[src/hw/rtl/cbm_pkg.sv]
// Shared types, constants and helpers for the cartridge bank mapper.
`default_nettype none

package cbm_pkg;

    // Cartridge RAM geometry
    localparam int RAM_BANKS     = 4;
    localparam int RAM_BANK_AW   = 13;
    localparam int RAM_DEPTH     = RAM_BANKS * (1 << RAM_BANK_AW);
    localparam int RAM_AW        = $clog2(RAM_DEPTH);

    // ROM geometry
    localparam int ROM_BANK_BITS = 7;
    localparam int ROM_BANK_AW   = 14;
    localparam int ROM_AW        = 21;

    // Bus field widths
    localparam int BUS_AW        = 16;
    localparam int DATA_W        = 8;

    // Address regions, decoded on the top three address bits (8 KiB windows)
    localparam logic [2:0] REGION_RAM_ENABLE = 3'(16'h0000 >> RAM_BANK_AW);
    localparam logic [2:0] REGION_ROM_LOW    = 3'(16'h2000 >> RAM_BANK_AW);
    localparam logic [2:0] REGION_ROM_HIGH   = 3'(16'h4000 >> RAM_BANK_AW);
    localparam logic [2:0] REGION_MODE       = 3'(16'h6000 >> RAM_BANK_AW);
    localparam logic [2:0] REGION_CART_RAM   = 3'(16'hA000 >> RAM_BANK_AW);

    // Lower bank field
    localparam logic [4:0] ROM_LOW_MASK = 5'h1F;

    // Access kind on the input channel
    typedef enum logic {
        CMD_READ  = 1'b0,
        CMD_WRITE = 1'b1
    } cmd_t;

    // Kind of result on the output channel
    typedef enum logic [1:0] {
        TGT_ROM  = 2'd0,
        TGT_RAM  = 2'd1,
        TGT_NONE = 2'd2
    } target_t;

    // Decoded access, handed from the bank register block to the datapath
    typedef struct packed {
        logic                ram_we;
        logic [RAM_AW-1:0]   ram_addr;
        target_t             target;
        logic [ROM_AW-1:0]   rom_address;
    } dec_t;

    // RAM bank number modulo the bank count (two-bit value, few steps)
    function automatic logic [1:0] ram_bank_mod(input logic [1:0] bank);
        logic [1:0] b;
        b = bank;
        for (int i = 0; i < 3; i++) begin
            if ({1'b0, b} >= 3'(RAM_BANKS)) begin
                b = b - 2'(RAM_BANKS);
            end
        end
        return b;
    endfunction

endpackage

`default_nettype wire

[src/hw/rtl/cbm_regs.sv]
// Bank control registers and address decode of the cartridge bank mapper.
`default_nettype none

module cbm_regs (
    input  wire logic                       aclk,
    input  wire logic                       aresetn,
    input  wire logic                       accept,
    input  wire cbm_pkg::cmd_t              command,
    input  wire logic [cbm_pkg::BUS_AW-1:0] bus_address,
    input  wire logic [cbm_pkg::DATA_W-1:0] write_data,
    output cbm_pkg::dec_t                   dec
);
    import cbm_pkg::*;

    logic [ROM_BANK_BITS-1:0] rom_bank_reg, rom_bank_next;
    logic [1:0]               ram_bank_reg, ram_bank_next;
    logic                     mode_reg, mode_next;
    logic                     ram_en_reg, ram_en_next;

    logic [2:0]               region;
    logic [6:0]               rom_bank_wide;
    logic [4:0]               low_field;
    logic [6:0]               rom_low_upd;
    logic [6:0]               rom_high_upd;
    logic                     is_write;

    assign region        = bus_address[BUS_AW-1 -: 3];
    assign is_write      = (command == CMD_WRITE);
    assign rom_bank_wide = 7'(rom_bank_reg);

    // Lower bank field: zero selects bank 1
    assign low_field    = (write_data[4:0] & ROM_LOW_MASK) == 5'd0 ?
                          5'd1 : (write_data[4:0] & ROM_LOW_MASK);
    assign rom_low_upd  = {rom_bank_wide[6:5], low_field};
    assign rom_high_upd = {write_data[1:0], rom_bank_wide[4:0]};

    // Register updates on accepted writes
    always_comb begin
        rom_bank_next = rom_bank_reg;
        ram_bank_next = ram_bank_reg;
        mode_next     = mode_reg;
        ram_en_next   = ram_en_reg;
        if (accept && is_write) begin
            case (region)
                REGION_RAM_ENABLE: ram_en_next = (write_data != '0);
                REGION_ROM_LOW:    rom_bank_next = rom_low_upd[ROM_BANK_BITS-1:0];
                REGION_ROM_HIGH: begin
                    if (mode_reg) begin
                        ram_bank_next = write_data[1:0];
                    end else begin
                        rom_bank_next = rom_high_upd[ROM_BANK_BITS-1:0];
                    end
                end
                REGION_MODE:       mode_next = write_data[0];
                default:           ;
            endcase
        end
    end

    always_ff @(posedge aclk) begin
        if (!aresetn) begin
            rom_bank_reg <= ROM_BANK_BITS'(1);
            ram_bank_reg <= 2'd0;
            mode_reg     <= 1'b0;
            ram_en_reg   <= 1'b0;
        end else begin
            rom_bank_reg <= rom_bank_next;
            ram_bank_reg <= ram_bank_next;
            mode_reg     <= mode_next;
            ram_en_reg   <= ram_en_next;
        end
    end

    // Decode of the access for the datapath
    always_comb begin
        dec.ram_addr    = RAM_AW'({ram_bank_mod(ram_bank_reg),
                                   bus_address[RAM_BANK_AW-1:0]});
        dec.ram_we      = accept && is_write && ram_en_reg &&
                          (region == REGION_CART_RAM);
        dec.target      = TGT_NONE;
        dec.rom_address = '0;
        if (!is_write) begin
            case (region)
                REGION_RAM_ENABLE, REGION_ROM_LOW: begin
                    dec.target      = TGT_ROM;
                    dec.rom_address = ROM_AW'(bus_address);
                end
                REGION_ROM_HIGH, REGION_MODE: begin
                    dec.target      = TGT_ROM;
                    dec.rom_address = {rom_bank_wide, bus_address[ROM_BANK_AW-1:0]};
                end
                REGION_CART_RAM:   dec.target = TGT_RAM;
                default:           dec.target = TGT_NONE;
            endcase
        end
    end

endmodule

`default_nettype wire

[config.mk]
export PLATFORM = sky130hd
export DESIGN_NAME = cbm_regs
export DESIGN_NICKNAME = d
export VERILOG_FILES = /design/src/hw/rtl/cbm_pkg.sv /design/src/hw/rtl/cbm_regs.sv
export SDC_FILE = /design/constraint.sdc
export NUM_CORES = 1
export LEC_CHECK = 0
export ABC_CLOCK_PERIOD_IN_PS = 800
export BUFFER_PORTS_ARGS = -buffer_cell sky130_fd_sc_hd__clkbuf_2
export CORE_MARGIN = 2
export CORE_UTILIZATION = 35
export CTS_BUF_LIST = sky130_fd_sc_hd__clkbuf_8
export DETAILED_ROUTE_END_ITERATION = 10
export GPL_TIMING_DRIVEN = 1
export MAX_ROUTING_LAYER = met4
export PLACE_DENSITY = 0.74
export SYNTH_ARGS = -nofsm -noshare
export SYNTH_HDL_FRONTEND = slang
export SYNTH_SLANG_ARGS = --single-unit
[constraint.sdc]
create_clock -name aclk -period 0.8 [get_ports aclk]
set_input_delay 0 -clock aclk [delete_from_list [all_inputs] [get_ports aclk]]
set_output_delay 0 -clock aclk [all_outputs]
set_load 0.1 [all_outputs]
==> flow_metrics.tcl, run 1 <==
set metrics [dict create \
    synth-xor-area-share 0 \
    place_ws_ns -0.2302 \
    cts_sinks 11 \
    core.rowCount 16 \
    async_flop_share 0 \
    yosys.area_share.simple 0.3662 \
    synth_top_area_cell "dfxtp_1" \
    synth_cell_types 26 \
    yosysWarnings 0 \
    yosys_most_used_dff "dfxtp_1" \
    synth_fa_ha_area_frac 0 \
    numCtsBuffers 3 \
    antenna_found_initial 0 \
    initial_core_util 0.3806 \
    dieWidth_um 50.66 \
    dpl.cell_count 185 \
    crit_endpoint "dec[38]" \
    dp_hpwl_mm 2.705 \
    io_buffer_count 66 \
    cts_max_path_buffers 2 \
    synth.area.mux_share 0.07882 \
    syn_area_sq_um 762.0 \
    dieHeight_um 50.66 \
    ios 67 \
    synth_top_family_by_area "simple AND/OR/NAND/NOR gates" \
    htreeDepth 1 \
    yosys_register_bits 11 \
    synth_compound_area_frac 0.09360 \
    status "aborted with a tool error" \
    dpl-instance-area_sq_um 1794 \
    yosys-top-cells-count "14 x and2_1, 13 x buf_4, 11 x dfxtp_1" \
    haltStage "5_1_grt" \
    synth_most_common_cell "and2_1" \
    synth_edf_count 0 \
    yosysSeqAreaShare 0.2890 \
    worstEndpointType "primary output" \
    cts_hold_buf 0 \
    synthTopCellsByArea "dfxtp_1 29%, buf_4 13%, and2_1 11%, mux2i_1 7.9%, and3_1 5.7%" \
    syn_nets 126 \
    synthCells 98 \
    cts-root-buf "clkbuf_8" \
    synth_area_per_cell_sq_um 7.775 \
    gp_congestion 0.7382 \
    grt_max_degree 11 \
    error_line "[ERROR DPL-0033] detailed placement checks failed during check placement." \
    yosysTopAreaCellShare 0.2890 \
]
## kinds of logic after synthesis
| kind of cell | count (synthesis) |
|---|---|
| mux | 6 |
| compound gates | 12 |
| flops | 11 |
| buf+inv | 20 |
| simple gates | 49 |
## stage by stage
| step | hold slack, ns | setup TNS, ns |
|---|---|---|
| 4_1_cts | 0.07556 | -1.379 |
| 2_1_floorplan | 0.1115 | -1.056 |
| 3_5_place_dp | 0.2758 | -3.893 |
| 3_3_place_gp | 0.2733 | -1.270 |
## timing repair
item / in CTS
pin swaps: 3
endpoints found under the setup margin: 26
gates cloned: 2
setup buffers: 2
gates resized for setup: 22
==> run 2, diff against run 1 <==
- ABC_CLOCK_PERIOD_IN_PS: 800 -> 1050
- CORE_AREA: unset -> 2 2 63 65
- CORE_MARGIN: 2 -> unset
- CORE_UTILIZATION: 35 -> unset
- CTS_BUF_LIST: sky130_fd_sc_hd__clkbuf_8 -> unset
- DIE_AREA: unset -> 0 0 65 67
- MAX_ROUTING_LAYER: met4 -> unset
- PLACE_DENSITY: 0.74 -> unset
- PLACE_DENSITY_LB_ADDON: unset -> 0.15
- clock period: 0.8 -> 1.05 ns (I/O delays scaled with it)
==> run 2 against run 1 <==
Against the previous run:
- the flow now finishes without violations
- area after synthesis unchanged
- synthesized cell count is the same
==> flow_metrics.tcl, run 2 <==
set metrics [dict create \
    status "finished clean" \
    antenna_left 0 \
    layout-drive-gt1-share 0.6579 \
    cts_tree "done" \
    core.rowCount 22 \
    grt_overflow 0 \
    startpoint_type "flip-flop" \
    fmax_mhz 1041 \
    yosys_register_bits 11 \
    cts-resized-gates 0 \
    cp-end-kind "output port" \
    nets 181 \
    yosysTopAreaCellShare 0.2890 \
    final_cell_mix "40 x clkbuf_2, 26 x buf_12, 14 x and2_2" \
    worstSetupStartpoint "ram_en_reg" \
    setup_viol_count_final 0 \
    cts-root-buf "clkbuf_8" \
    drv_slew 0 \
    dieHeight_um 67 \
    synth_area_per_cell_sq_um 7.775 \
    tightest_slew_ns 0.5466 \
    dr.pass1.iters 4 \
    coreArea_sq_um 3606 \
    fin_crit_sh 0.9151 \
    dp_hpwl_mm 1.954 \
    grt_pass1_vias 792 \
    avgRoutedWirePerCell_um 11.70 \
    synth_cell_types 26 \
    rsz0062_at_grt "false" \
    cts_setup_buffers 0 \
    synth_top_area_cell "dfxtp_1" \
    io_buffer_count 66 \
    grt_first_pass_wirelength_mm 3.581 \
    yosysSeqAreaShare 0.2890 \
    crit_fanout 2 \
    cap_violations 0 \
    async_flop_share 0 \
    drtIter0Drc 13 \
    required_ns 1.05 \
    synthCells 98 \
    p_per_area_nw_per_um2 1009 \
    cts.clk_slew.worst_paths_ns 0.05 \
    synthTopCellsByArea "dfxtp_1 29%, buf_4 13%, and2_1 11%, mux2i_1 7.9%, and3_1 5.7%" \
    reg2reg_from "mode_reg" \
    drcViolationCount 0 \
    avgViaCountPerCell 4.365 \
    syn_area_sq_um 762.0 \
    syn_to_final_growth_pct 101.8 \
    p_leak_nw 0.7113 \
    hold_viol 0 \
    vias 873 \
    num-fill-cells 367 \
    grt_use_total 0.1077 \
    grt_max_degree 22 \
    yosys_most_used_dff "dfxtp_1" \
    die-area_sq_um 4355 \
    cts_max_path_buffers 2 \
    tns_ns 0 \
    antenna_cells 0 \
    largest_reg_flops 7 \
    min_path_type "input port to flip-flop" \
    yosysWarnings 0 \
    fin_util 0.4264 \
    fin_cells 200 \
    skew_ns 0.0001041 \
    ios 67 \
    synth_edf_count 0 \
    drt_wl_total_mm 2.339 \
    cts_hold_buf 0 \
    antenna_found_initial 0 \
    clk_latency_ns 0.23 \
    dpl.cell_count 196 \
    dieWidth_um 65 \
    mostFrequentLayoutCell "clkbuf_2" \
    synth_most_common_cell "and2_1" \
    gp_congestion 0.7671 \
    power.ir.vdd_worst_v 0.0005118 \
    fin_crit_ns 0.9608 \
    htreeDepth 1 \
    critical_path_class "flip-flop to output port" \
    worstHoldStart "write_data[3]" \
    cts_sinks 11 \
    initial_core_util 0.2113 \
    crit_arrival_ns 0.96 \
    syn_nets 126 \
    slew_headroom 0.6371 \
    yosys-top-cells-count "14 x and2_1, 13 x buf_4, 11 x dfxtp_1" \
    numCtsBuffers 3 \
]
run 2: cell counts after synthesis:
No cell type changed its count.
run 2: per-stage QoR:
step / instance area, sq um / worst slack, ns / power, mW / hold WS, ns
floorplan: 820.8 / -0.09631 / 0.9487 / 0.1098
global placement: 1493 / 0.1242 / 1.140 / 0.2747
detailed placement: 1493 / 0.07991 / 1.144 / 0.2741
CTS: 1538 / 0.07701 / 1.574 / 0.02303
global route: 1538 / 0.04604 / 1.624 / 0.04483
finish: 1538 / 0.08917 / 1.552 / 0.03515
run 2: area by class of cell:
| class | count | area (sq um) | share of cell area |
|---|---|---|---|
| tap | 48 | 60.06 | 0.03906 |
| clock buffer | 4 | 45.04 | 0.02929 |
| sequential | 11 | 224.0 | 0.1456 |
| inverter | 1 | 3.754 | 0.002441 |
| multi-input combinational | 67 | 461.7 | 0.3002 |
| timing repair buffer | 69 | 743.2 | 0.4833 |
run 2: cells by family (layout without fill, tap and decap cells):
| kind of cell | Yosys count | count (layout) | share of synthesized area |
|---|---|---|---|
| buf+inv | 20 | 74 | 0.1724 |
| compound gates | 12 | 12 | 0.09359 |
| mux | 6 | 6 | 0.07882 |
| flops | 11 | 11 | 0.2890 |
| simple gates | 49 | 49 | 0.3662 |
run 2: worst paths after layout:
kind | end | slack [ns] | cells past startpoint
setup / recovery | dec[38] | 0.09 | 3
hold / removal | rom_bank_reg[3] | 0.04 | 3
setup reg to reg | ram_bank_reg[1] | 0.18 | 2
hold reg to reg | rom_bank_reg[1] | 0.45 | 2
run 2: critical path, cell delays in order, from the launching register on:
cell and delay [ns]:
dfxtp_2 0.33, nand2_2 0.06, nor3_4 0.14, buf_12 0.20
run 2: report_power, final:
| group | switching [mW] | total (mW) | internal [mW] |
|---|---|---|---|
| combinational | 0.512 | 0.706 | 0.195 |
| sequential | 0.00225 | 0.425 | 0.423 |
| clock | 0.154 | 0.420 | 0.266 |
| total | 0.668 | 1.55 | 0.884 |
run 2: metal layers:
metal  vias to the layer above  part of all wire  track usage  routed length [um]
met2                        48              0.49       0.1933                1157
met3                         2             0.085      0.02196                 199
met4                         0            0.0051      0.04787                  12
met5                         -                 0            0                   0
li1                        432                 -            -                   -
met1                       391              0.41       0.1223                 970
No activity file was read; power rests on OpenSTA's default activity.
